[src/hw/rtl/xylmi_pkg.sv]
package xylmi_pkg;

   localparam logic [2:0] OP_TICK  = 3'd0;
   localparam logic [2:0] OP_ABS   = 3'd1;
   localparam logic [2:0] OP_REL   = 3'd2;
   localparam logic [2:0] OP_STOP  = 3'd3;
   localparam logic [2:0] OP_QUERY = 3'd4;

   localparam logic       CSR_STEP_SIZE = 1'b0;
   localparam logic       CSR_VELOCITY  = 1'b1;

   localparam int unsigned ALU_W = 86;

   localparam logic [6:0] ELAPSED_MUL_STEPS = 7'd32;
   localparam logic [6:0] SQUARE_STEPS      = 7'd41;
   localparam logic [6:0] SQRT_STEPS        = 7'd42;
   localparam logic [6:0] STEP_MUL_STEPS    = 7'd32;
   localparam logic [6:0] DIV_STEPS         = 7'd74;

   localparam logic [31:0] STEP_SIZE_RESET = 32'd65536;
   localparam logic [31:0] VELOCITY_RESET  = 32'd655360;
   localparam logic [31:0] VELOCITY_MIN    = 32'd6554;

   typedef enum logic [3:0] {
      S_IDLE,
      S_TICK,
      S_CHECK,
      S_ISETUP,
      S_IMUL,
      S_IDIV,
      S_IFIN,
      S_DISPATCH,
      S_MSETUP,
      S_MSQ,
      S_SQRT,
      S_SMSET,
      S_SMUL,
      S_SDIV,
      S_SFIN,
      S_OUT
   } state_type;

   // Q24.16 to whole steps, truncated toward zero
   function automatic logic [23:0] trunc_q16(input logic [39:0] v);
      logic round_up;
      round_up  = v[39] && (v[15:0] != 16'd0);
      trunc_q16 = v[39:16] + {23'd0, round_up};
   endfunction

endpackage

[src/hw/rtl/xy_linear_move_interpolator.sv]
// Constant-velocity XY stage model. Each request transaction (tick, absolute move, relative
// move, stop, query) returns exactly one response with the whole-step position and a busy
// flag. The multiplies, divides and square root run bit-serially on one shared 86-bit
// add/subtract unit: computing the current position while moving takes a multiply and a
// divide per axis, and a move adds a square per axis, a square root, a multiply and a
// divide. req_tready is high only while no transaction is in progress.
module xy_linear_move_interpolator
   import xylmi_pkg::*;
(
   input  logic        clock,
   input  logic        reset,
   input  logic        req_tvalid,
   output logic        req_tready,
   input  logic [47:0] req_tdata,   // target_x[23:0], target_y[47:24]
   input  logic [2:0]  req_tuser,   // operation[2:0]
   output logic        rsp_tvalid,
   input  logic        rsp_tready,
   output logic [47:0] rsp_tdata,   // pos_x[23:0], pos_y[47:24]
   output logic        rsp_tuser,   // busy_res
   input  logic        csr_we,
   input  logic        csr_index,
   input  logic [31:0] csr_wdata
);

   state_type state_ff, state_in;
   logic [2:0]  op_ff, op_in;
   logic [23:0] tx_ff, tx_in, ty_ff, ty_in;
   logic [31:0] step_ff, step_in, vel_ff, vel_in;
   logic [39:0] start_x_ff, start_x_in, start_y_ff, start_y_in;
   logic [39:0] goal_x_ff, goal_x_in, goal_y_ff, goal_y_in;
   logic [39:0] settled_x_ff, settled_x_in, settled_y_ff, settled_y_in;
   logic [39:0] cur_x_ff, cur_x_in, cur_y_ff, cur_y_in;
   logic [31:0] elapsed_ff, elapsed_in, duration_ff, duration_in;
   logic        moving_ff, moving_in;
   logic [ALU_W-1:0] acc_ff, acc_in, mcand_ff, mcand_in;
   logic [40:0] mplier_ff, mplier_in;
   logic [47:0] rem_ff, rem_in;
   logic [41:0] root_ff, root_in;
   logic [6:0]  cnt_ff, cnt_in;
   logic        axis_ff, axis_in, neg_ff, neg_in;
   logic        rsp_valid_ff, rsp_valid_in;
   logic [23:0] rsp_px_ff, rsp_px_in, rsp_py_ff, rsp_py_in;
   logic        rsp_busy_ff, rsp_busy_in;

   logic [ALU_W-1:0] alu_a, alu_b, alu_sum;
   logic             alu_sub, alu_ge;
   logic [39:0] s_sel, g_sel;
   logic [40:0] diff, diff_abs, fin_val;
   logic [32:0] elapsed_inc;
   logic [23:0] cur_wx, cur_wy;
   logic [24:0] rel_x, rel_y;
   logic [23:0] gx_whole, gy_whole;
   logic [31:0] vel_eff, dur_q;
   logic        last;

   assign alu_sum = alu_a + (alu_sub ? ~alu_b : alu_b) + {{(ALU_W-1){1'b0}}, alu_sub};
   assign alu_ge  = ~alu_sum[ALU_W-1];

   assign s_sel    = axis_ff ? start_y_ff : start_x_ff;
   assign g_sel    = axis_ff ? goal_y_ff : goal_x_ff;
   assign diff     = {g_sel[39], g_sel} - {s_sel[39], s_sel};
   assign diff_abs = diff[40] ? (41'd0 - diff) : diff;
   assign fin_val  = neg_ff ? ({s_sel[39], s_sel} - acc_ff[40:0])
                            : ({s_sel[39], s_sel} + acc_ff[40:0]);
   assign elapsed_inc = {1'b0, elapsed_ff} + 33'd1;
   assign cur_wx   = trunc_q16(cur_x_ff);
   assign cur_wy   = trunc_q16(cur_y_ff);
   assign rel_x    = {cur_wx[23], cur_wx} + {tx_ff[23], tx_ff};
   assign rel_y    = {cur_wy[23], cur_wy} + {ty_ff[23], ty_ff};
   assign vel_eff  = (vel_ff == 32'd0) ? VELOCITY_MIN : vel_ff;
   assign dur_q    = (acc_ff[73:32] != 42'd0) ? 32'hFFFF_FFFF : acc_ff[31:0];
   assign last     = (cnt_ff == 7'd1);

   always_comb begin
      if (rel_x[24] != rel_x[23]) begin
         gx_whole = rel_x[24] ? 24'h800000 : 24'h7FFFFF;
      end else begin
         gx_whole = rel_x[23:0];
      end
      if (rel_y[24] != rel_y[23]) begin
         gy_whole = rel_y[24] ? 24'h800000 : 24'h7FFFFF;
      end else begin
         gy_whole = rel_y[23:0];
      end
   end

   always_comb begin
      state_in     = state_ff;
      op_in        = op_ff;
      tx_in        = tx_ff;
      ty_in        = ty_ff;
      step_in      = step_ff;
      vel_in       = vel_ff;
      start_x_in   = start_x_ff;
      start_y_in   = start_y_ff;
      goal_x_in    = goal_x_ff;
      goal_y_in    = goal_y_ff;
      settled_x_in = settled_x_ff;
      settled_y_in = settled_y_ff;
      cur_x_in     = cur_x_ff;
      cur_y_in     = cur_y_ff;
      elapsed_in   = elapsed_ff;
      duration_in  = duration_ff;
      moving_in    = moving_ff;
      acc_in       = acc_ff;
      mcand_in     = mcand_ff;
      mplier_in    = mplier_ff;
      rem_in       = rem_ff;
      root_in      = root_ff;
      cnt_in       = cnt_ff;
      axis_in      = axis_ff;
      neg_in       = neg_ff;
      rsp_valid_in = rsp_valid_ff & ~rsp_tready;
      rsp_px_in    = rsp_px_ff;
      rsp_py_in    = rsp_py_ff;
      rsp_busy_in  = rsp_busy_ff;
      alu_a        = acc_ff;
      alu_b        = mcand_ff;
      alu_sub      = 1'b0;
      req_tready   = 1'b0;

      if (csr_we) begin
         unique case (csr_index)
            CSR_STEP_SIZE: step_in = csr_wdata;
            CSR_VELOCITY:  vel_in  = csr_wdata;
            default:       step_in = step_ff;
         endcase
      end

      // shared unit operand selection
      unique case (state_ff)
         S_IDIV, S_SDIV: begin
            alu_a   = {{(ALU_W-49){1'b0}}, rem_ff, acc_ff[73]};
            alu_b   = mcand_ff;
            alu_sub = 1'b1;
         end
         S_SQRT: begin
            alu_a   = {{(ALU_W-50){1'b0}}, rem_ff, acc_ff[83:82]};
            alu_b   = {{(ALU_W-44){1'b0}}, root_ff, 2'b01};
            alu_sub = 1'b1;
         end
         default: begin
            alu_a   = acc_ff;
            alu_b   = mcand_ff;
            alu_sub = 1'b0;
         end
      endcase

      unique case (state_ff)
         S_IDLE: begin
            req_tready = 1'b1;
            if (req_tvalid) begin
               op_in    = req_tuser;
               tx_in    = req_tdata[23:0];
               ty_in    = req_tdata[47:24];
               state_in = S_TICK;
            end
         end
         S_TICK: begin
            if (op_ff == OP_TICK && moving_ff) begin
               elapsed_in = elapsed_inc[31:0];
               if (elapsed_inc >= {1'b0, duration_ff}) begin
                  settled_x_in = goal_x_ff;
                  settled_y_in = goal_y_ff;
                  moving_in    = 1'b0;
               end
            end
            state_in = S_CHECK;
         end
         S_CHECK: begin
            axis_in = 1'b0;
            if (moving_ff) begin
               state_in = S_ISETUP;
            end else begin
               cur_x_in = settled_x_ff;
               cur_y_in = settled_y_ff;
               state_in = S_DISPATCH;
            end
         end
         S_ISETUP: begin
            mcand_in  = {{(ALU_W-41){1'b0}}, diff_abs};
            mplier_in = {9'd0, elapsed_ff};
            acc_in    = '0;
            neg_in    = diff[40];
            cnt_in    = ELAPSED_MUL_STEPS;
            state_in  = S_IMUL;
         end
         S_IMUL, S_MSQ, S_SMUL: begin
            if (mplier_ff[0]) begin
               acc_in = alu_sum;
            end
            mcand_in  = {mcand_ff[ALU_W-2:0], 1'b0};
            mplier_in = {1'b0, mplier_ff[40:1]};
            cnt_in    = cnt_ff - 7'd1;
            if (last) begin
               unique case (state_ff)
                  S_IMUL: begin
                     mcand_in = {{(ALU_W-32){1'b0}}, duration_ff};
                     rem_in   = '0;
                     cnt_in   = DIV_STEPS;
                     state_in = S_IDIV;
                  end
                  S_MSQ: begin
                     if (!axis_ff) begin
                        axis_in  = 1'b1;
                        state_in = S_MSETUP;
                     end else begin
                        rem_in   = '0;
                        root_in  = '0;
                        cnt_in   = SQRT_STEPS;
                        state_in = S_SQRT;
                     end
                  end
                  default: begin
                     mcand_in = {{(ALU_W-48){1'b0}}, vel_eff, 16'd0};
                     rem_in   = '0;
                     cnt_in   = DIV_STEPS;
                     state_in = S_SDIV;
                  end
               endcase
            end
         end
         S_IDIV, S_SDIV: begin
            rem_in = alu_ge ? alu_sum[47:0] : alu_a[47:0];
            acc_in = {12'd0, acc_ff[72:0], alu_ge};
            cnt_in = cnt_ff - 7'd1;
            if (last) begin
               state_in = (state_ff == S_IDIV) ? S_IFIN : S_SFIN;
            end
         end
         S_IFIN: begin
            if (!axis_ff) begin
               cur_x_in = fin_val[39:0];
               axis_in  = 1'b1;
               state_in = S_ISETUP;
            end else begin
               cur_y_in = fin_val[39:0];
               state_in = S_DISPATCH;
            end
         end
         S_DISPATCH: begin
            priority case (op_ff)
               OP_ABS, OP_REL: begin
                  start_x_in = cur_x_ff;
                  start_y_in = cur_y_ff;
                  if (op_ff == OP_ABS) begin
                     goal_x_in = {tx_ff, 16'd0};
                     goal_y_in = {ty_ff, 16'd0};
                  end else begin
                     goal_x_in = {gx_whole, 16'd0};
                     goal_y_in = {gy_whole, 16'd0};
                  end
                  elapsed_in = '0;
                  axis_in    = 1'b0;
                  acc_in     = '0;
                  state_in   = S_MSETUP;
               end
               OP_STOP: begin
                  settled_x_in = cur_x_ff;
                  settled_y_in = cur_y_ff;
                  moving_in    = 1'b0;
                  state_in     = S_OUT;
               end
               default: state_in = S_OUT;
            endcase
         end
         S_MSETUP: begin
            mcand_in  = {{(ALU_W-41){1'b0}}, diff_abs};
            mplier_in = diff_abs;
            cnt_in    = SQUARE_STEPS;
            state_in  = S_MSQ;
         end
         S_SQRT: begin
            rem_in  = alu_ge ? alu_sum[47:0] : alu_a[47:0];
            root_in = {root_ff[40:0], alu_ge};
            acc_in  = {acc_ff[83:0], 2'b00};
            cnt_in  = cnt_ff - 7'd1;
            if (last) begin
               state_in = S_SMSET;
            end
         end
         S_SMSET: begin
            acc_in    = '0;
            mcand_in  = {{(ALU_W-42){1'b0}}, root_ff};
            mplier_in = {9'd0, step_ff};
            cnt_in    = STEP_MUL_STEPS;
            state_in  = S_SMUL;
         end
         S_SFIN: begin
            duration_in = (dur_q == 32'd0) ? 32'd1 : dur_q;
            moving_in   = 1'b1;
            state_in    = S_OUT;
         end
         S_OUT: begin
            if (!rsp_valid_ff || rsp_tready) begin
               rsp_valid_in = 1'b1;
               rsp_px_in    = cur_wx;
               rsp_py_in    = cur_wy;
               rsp_busy_in  = moving_ff;
               state_in     = S_IDLE;
            end
         end
         default: state_in = S_IDLE;
      endcase
   end

   always_ff @(posedge clock) begin
      if (reset) begin
         state_ff     <= S_IDLE;
         step_ff      <= STEP_SIZE_RESET;
         vel_ff       <= VELOCITY_RESET;
         start_x_ff   <= '0;
         start_y_ff   <= '0;
         goal_x_ff    <= '0;
         goal_y_ff    <= '0;
         settled_x_ff <= '0;
         settled_y_ff <= '0;
         elapsed_ff   <= '0;
         duration_ff  <= 32'd1;
         moving_ff    <= 1'b0;
         rsp_valid_ff <= 1'b0;
      end else begin
         state_ff     <= state_in;
         step_ff      <= step_in;
         vel_ff       <= vel_in;
         start_x_ff   <= start_x_in;
         start_y_ff   <= start_y_in;
         goal_x_ff    <= goal_x_in;
         goal_y_ff    <= goal_y_in;
         settled_x_ff <= settled_x_in;
         settled_y_ff <= settled_y_in;
         elapsed_ff   <= elapsed_in;
         duration_ff  <= duration_in;
         moving_ff    <= moving_in;
         rsp_valid_ff <= rsp_valid_in;
      end
   end

   always_ff @(posedge clock) begin
      op_ff       <= op_in;
      tx_ff       <= tx_in;
      ty_ff       <= ty_in;
      cur_x_ff    <= cur_x_in;
      cur_y_ff    <= cur_y_in;
      acc_ff      <= acc_in;
      mcand_ff    <= mcand_in;
      mplier_ff   <= mplier_in;
      rem_ff      <= rem_in;
      root_ff     <= root_in;
      cnt_ff      <= cnt_in;
      axis_ff     <= axis_in;
      neg_ff      <= neg_in;
      rsp_px_ff   <= rsp_px_in;
      rsp_py_ff   <= rsp_py_in;
      rsp_busy_ff <= rsp_busy_in;
   end

   assign rsp_tvalid = rsp_valid_ff;
   assign rsp_tdata  = {rsp_py_ff, rsp_px_ff};
   assign rsp_tuser  = rsp_busy_ff;

endmodule

[config.mk]
export PLATFORM = sky130hd
export DESIGN_NAME = xy_linear_move_interpolator
export DESIGN_NICKNAME = d
export VERILOG_FILES = /design/src/hw/rtl/xylmi_pkg.sv /design/src/hw/rtl/xy_linear_move_interpolator.sv
export SDC_FILE = /design/constraint.sdc
export NUM_CORES = 2
export LEC_CHECK = 0
export BUFFER_PORTS_ARGS = -buffer_cell sky130_fd_sc_hd__buf_2
export CAP_MARGIN = 25
export CELL_PAD_IN_SITES_DETAIL_PLACEMENT = 0
export CELL_PAD_IN_SITES_GLOBAL_PLACEMENT = 1
export CORE_MARGIN = 3
export CORE_UTILIZATION = 50
export DETAILED_ROUTE_END_ITERATION = 10
export PLACE_DENSITY = 0.83
export SLEW_MARGIN = 15
export SYNTH_ARGS = -nofsm -noshare
export SYNTH_HDL_FRONTEND = slang
export SYNTH_SLANG_ARGS = --single-unit
[constraint.sdc]
create_clock -name clock -period 13.55 [get_ports clock]
set_clock_uncertainty 0.05 [all_clocks]
set_input_delay 2.71 -clock clock [delete_from_list [all_inputs] [get_ports clock]]
set_output_delay 2.71 -clock clock [all_outputs]
set_load 0.1 [all_outputs]
==> flow_summary.toml <==
[worst_setup_path]
worst_ep_required_time_ns = 13.95
cpPeakStageDelay_ns = 0.86
reg2regPathDepth = 19
cp.depth = 19
path_delay_family = "buffers and inverters"
crit_type = "reg -> reg"
slowest_stage = "buf_4"
cp-end-kind = "register"
worstPathCellList = "buf_4 -> and3b_4 -> buf_4 -> buf_4 -> xnor2_1 -> nand2_1 -> ha_1 -> nand2_1 -> nor3_1 -> nand3_1 -> or3_1 -> o21ai_0 -> nor3_1 -> o221ai_1 -> a21boi_0 -> a2111oi_4 -> buf_4 -> nor2_1 -> a21o_1"
cp_num_buf_inv = 4
worst-path-max-fanout = 99
cp-start-kind = "register"
worstPathArrival_ns = 7.77
cpMostUsedCell = "buf_4"

[route]
drt_pass1_iterations = 6
route.detailed.drc = 0
drt_iter0_drc = 4839
vias_per_cell = 6.172
wire_per_inst_microns = 23.11
ant_nets = 0
drt_wl_total_microns = 171200
num_vias = 45718

[yosys]
synth_seq_area_share_pct = 41.26
syn-num-nets = 6364
synth.most_common_cell = "nand2_1"
synth_edf_count = 492
synth_area_sq_um = 52400
ys.flop_type = "edfxtp_1"
synth_top_area_share_pct = 28.20
synth_warnings = 0
synth_common_cells = "971 x nand2_1, 553 x a21oi_1, 492 x edfxtp_1, 484 x nor2_1, 369 x clkbuf_1"
syn_inst = 6034
synth-async-reset-ratio_pct = 0
syn_avg_cell_area_sq_um = 8.684
synth-seq-cells = 834
yosysUniqueCellTypes = 104
yosysTopAreaCell = "edfxtp_1"
yosys-top-cells-area = "edfxtp_1 28%, dfxtp_1 13%, nand2_1 7.0%"

[global_routing]
met3_usage_pct = 4.531
antenna_found_initial = 2
met1_usage_pct = 41.31
grt_util_all_layers_pct = 30.71
met2_usage_pct = 49.26
grt_pass1_vias = 43055
grt.busiest_layer = "met2"
grt_overflow_total = 0
grt_max_degree = 211
grt_pass1_wl_microns = 260600

[die]
fp-row-count = 118
boundaryPins = 140
dieWidth_microns = 329.7
coreArea_sq_um = 103800
die_h_microns = 329.7
fp.dieArea_sq_um = 108700
start_util_pct = 50.48

[pwr]
powerDensity_nw_per_um2 = 242.0
power.leakage_nw = 22.13
design_power_total_mw = 13.89
peakVddDrop_mv = 0.2571

[timing]
fin_crit_sh_pct = 54.39
setup_violations = 0
grt_setup_unrepaired = "false"
slew_violations = 0
finalHoldViolCount = 0
relSlewSlack_pct = 22.62
tns_ns = 0
max_clock_freq_mhz = 135.7
worstMarginPinSlew_ns = 1.161
period_needed_ns = 7.370

[clock_network]
cts_buffers = 96
cts_hold_buf = 0
cts_tree = "built"
cts_setup_buffers = 0
clkSinkCount = 834
clock_latency_ns = 0.69
cts_resized = 0
cts.path.max_buffers = 3
clkSlewWorstSetupHoldPaths_ns = 0.06
h-tree-depth = 3
cts_root_buf = "clkbuf_16"

[hold_path]
min_path_cells = 2
hold_class = "reg -> reg"

[placement]
gp_congestion = 0.9982
port_buffers = 139
hpwl_microns = 123500
place_area_sq_um = 54090

[job]
max_cap_viol_count = 0

[cells_and_area]
multi_input_area_sq_um = 28960
antennaDiodeCount = 0
final_cell_area_sq_um = 57380
fill_cells = 9528
area_growth_pct = 9.504
regArea_sq_um = 21620
drive_gt1_share_pct = 7.831
fin_nets = 6273

[outcome]
status = "complete, no violations"
per-layer routing:
layer / up-vias / wire [microns]
li1: 21701 / -
met1: 21992 / 72530
met2: 1699 / 78180
met3: 324 / 11600
met4: 2 / 8842
met5: - / 13
worst reg2reg max path: cells and delay by family, from the launching register on:
kind	cells	cell delay [ns]
buffers and inverters	4	2.53
AO/OA/AOI/OAI	5	1.26
flip-flops	1	0.30
XOR/XNOR	1	0.28
AND/OR/NAND/NOR	8	2.25
adder cells (fa/ha/maj)	1	0.47
final cells by class:
class / count / share of cell area [%]
timing repair buffer: 210 / 2.215
clock inverter: 49 / 0.9268
inverter: 140 / 0.9159
sequential: 834 / 37.68
clock buffer: 133 / 4.773
multi-input combinational: 4661 / 50.48
tap: 1380 / 3.009
worst paths after layout:
| check | end | slack [ns] | startpoint |
|---|---|---|---|
| setup / recovery | rem_ff[13] | 6.18 | state_ff[1] |
| hold / removal | start_x_ff[38] | 0.40 | start_x_ff[38] |
| setup reg to reg | rem_ff[13] | 6.18 | state_ff[1] |
| hold reg to reg | start_x_ff[38] | 0.40 | start_x_ff[38] |
power by group:
group	switching, mW	total, mW	internal [mW]	leakage (nW)
clock network	1.12	2.71	1.59	1.61
logic	4.66	7.14	2.49	13.2
registers	0.538	4.04	3.50	7.35
total	6.31	13.9	7.58	22.1
cell families after synthesis:
| logic type | count (synthesis) | synth area share [%] |
|---|---|---|
| AOI/OAI and AO/OA | 1637 | 20.12 |
| xor gates and xnor gates | 418 | 7.001 |
| adders and majority gates | 245 | 5.888 |
| buffers and inverters | 539 | 3.923 |
| DFF | 834 | 41.26 |
| muxes | 83 | 1.683 |
| and+or+nand+nor | 2278 | 20.12 |
placed cells by master, fill, tap and decap left out, types with 49 or more instances in the layout:
master / synthesis / routed
a21o_1: 175 / 175
a21oi_1: 553 / 549
a22oi_1: 165 / 165
a311oi_1: 60 / 60
and2_1: 73 / 72
and3_1: 125 / 125
buf_2: 8 / 138
buf_4: 1 / 66
clkbuf_16: 0 / 102
dfxtp_1: 342 / 342
edfxtp_1: 492 / 492
ha_1: 237 / 237
inv_1: 139 / 139
mux2i_1: 49 / 49
nand2_1: 971 / 970
nand2b_1: 71 / 70
nand3_1: 123 / 122
nand4_1: 70 / 70
nor2_1: 484 / 475
nor3_1: 131 / 128
nor4_1: 68 / 67
o21ai_0: 311 / 308
xnor2_1: 308 / 308
xor2_1: 109 / 109
flip-flops by register name, indices dropped and copies added (netlist names), 24 cells and up:
register / flops
rsp_px_ff: 24
root_ff: 42
tx_ff: 24
rem_ff: 48
duration_ff: 32
elapsed_ff: 32
step_ff: 32
start_y_ff: 40
vel_ff: 32
settled_x_ff: 40
cur_y_ff: 40
cur_x_ff: 40
settled_y_ff: 40
rsp_py_ff: 24
mcand_ff: 86
mplier_ff: 41
goal_x_ff: 24
goal_y_ff: 24
acc_ff: 86
ty_ff: 24
start_x_ff: 40
per-stage QoR:
step	instances	hold slack (ns)	utilization, %	setup slack (ns)
floorplan	6034	0.3857	-	4.908
global placement	7222	0.3916	52.10	6.419
detailed placement	7223	0.3958	52.12	6.350
CTS	7405	0.4040	55.27	6.313
global route	7407	0.4170	55.28	5.737
finish	7407	0.4024	55.28	6.180
(Power assumes the default switching activity.)
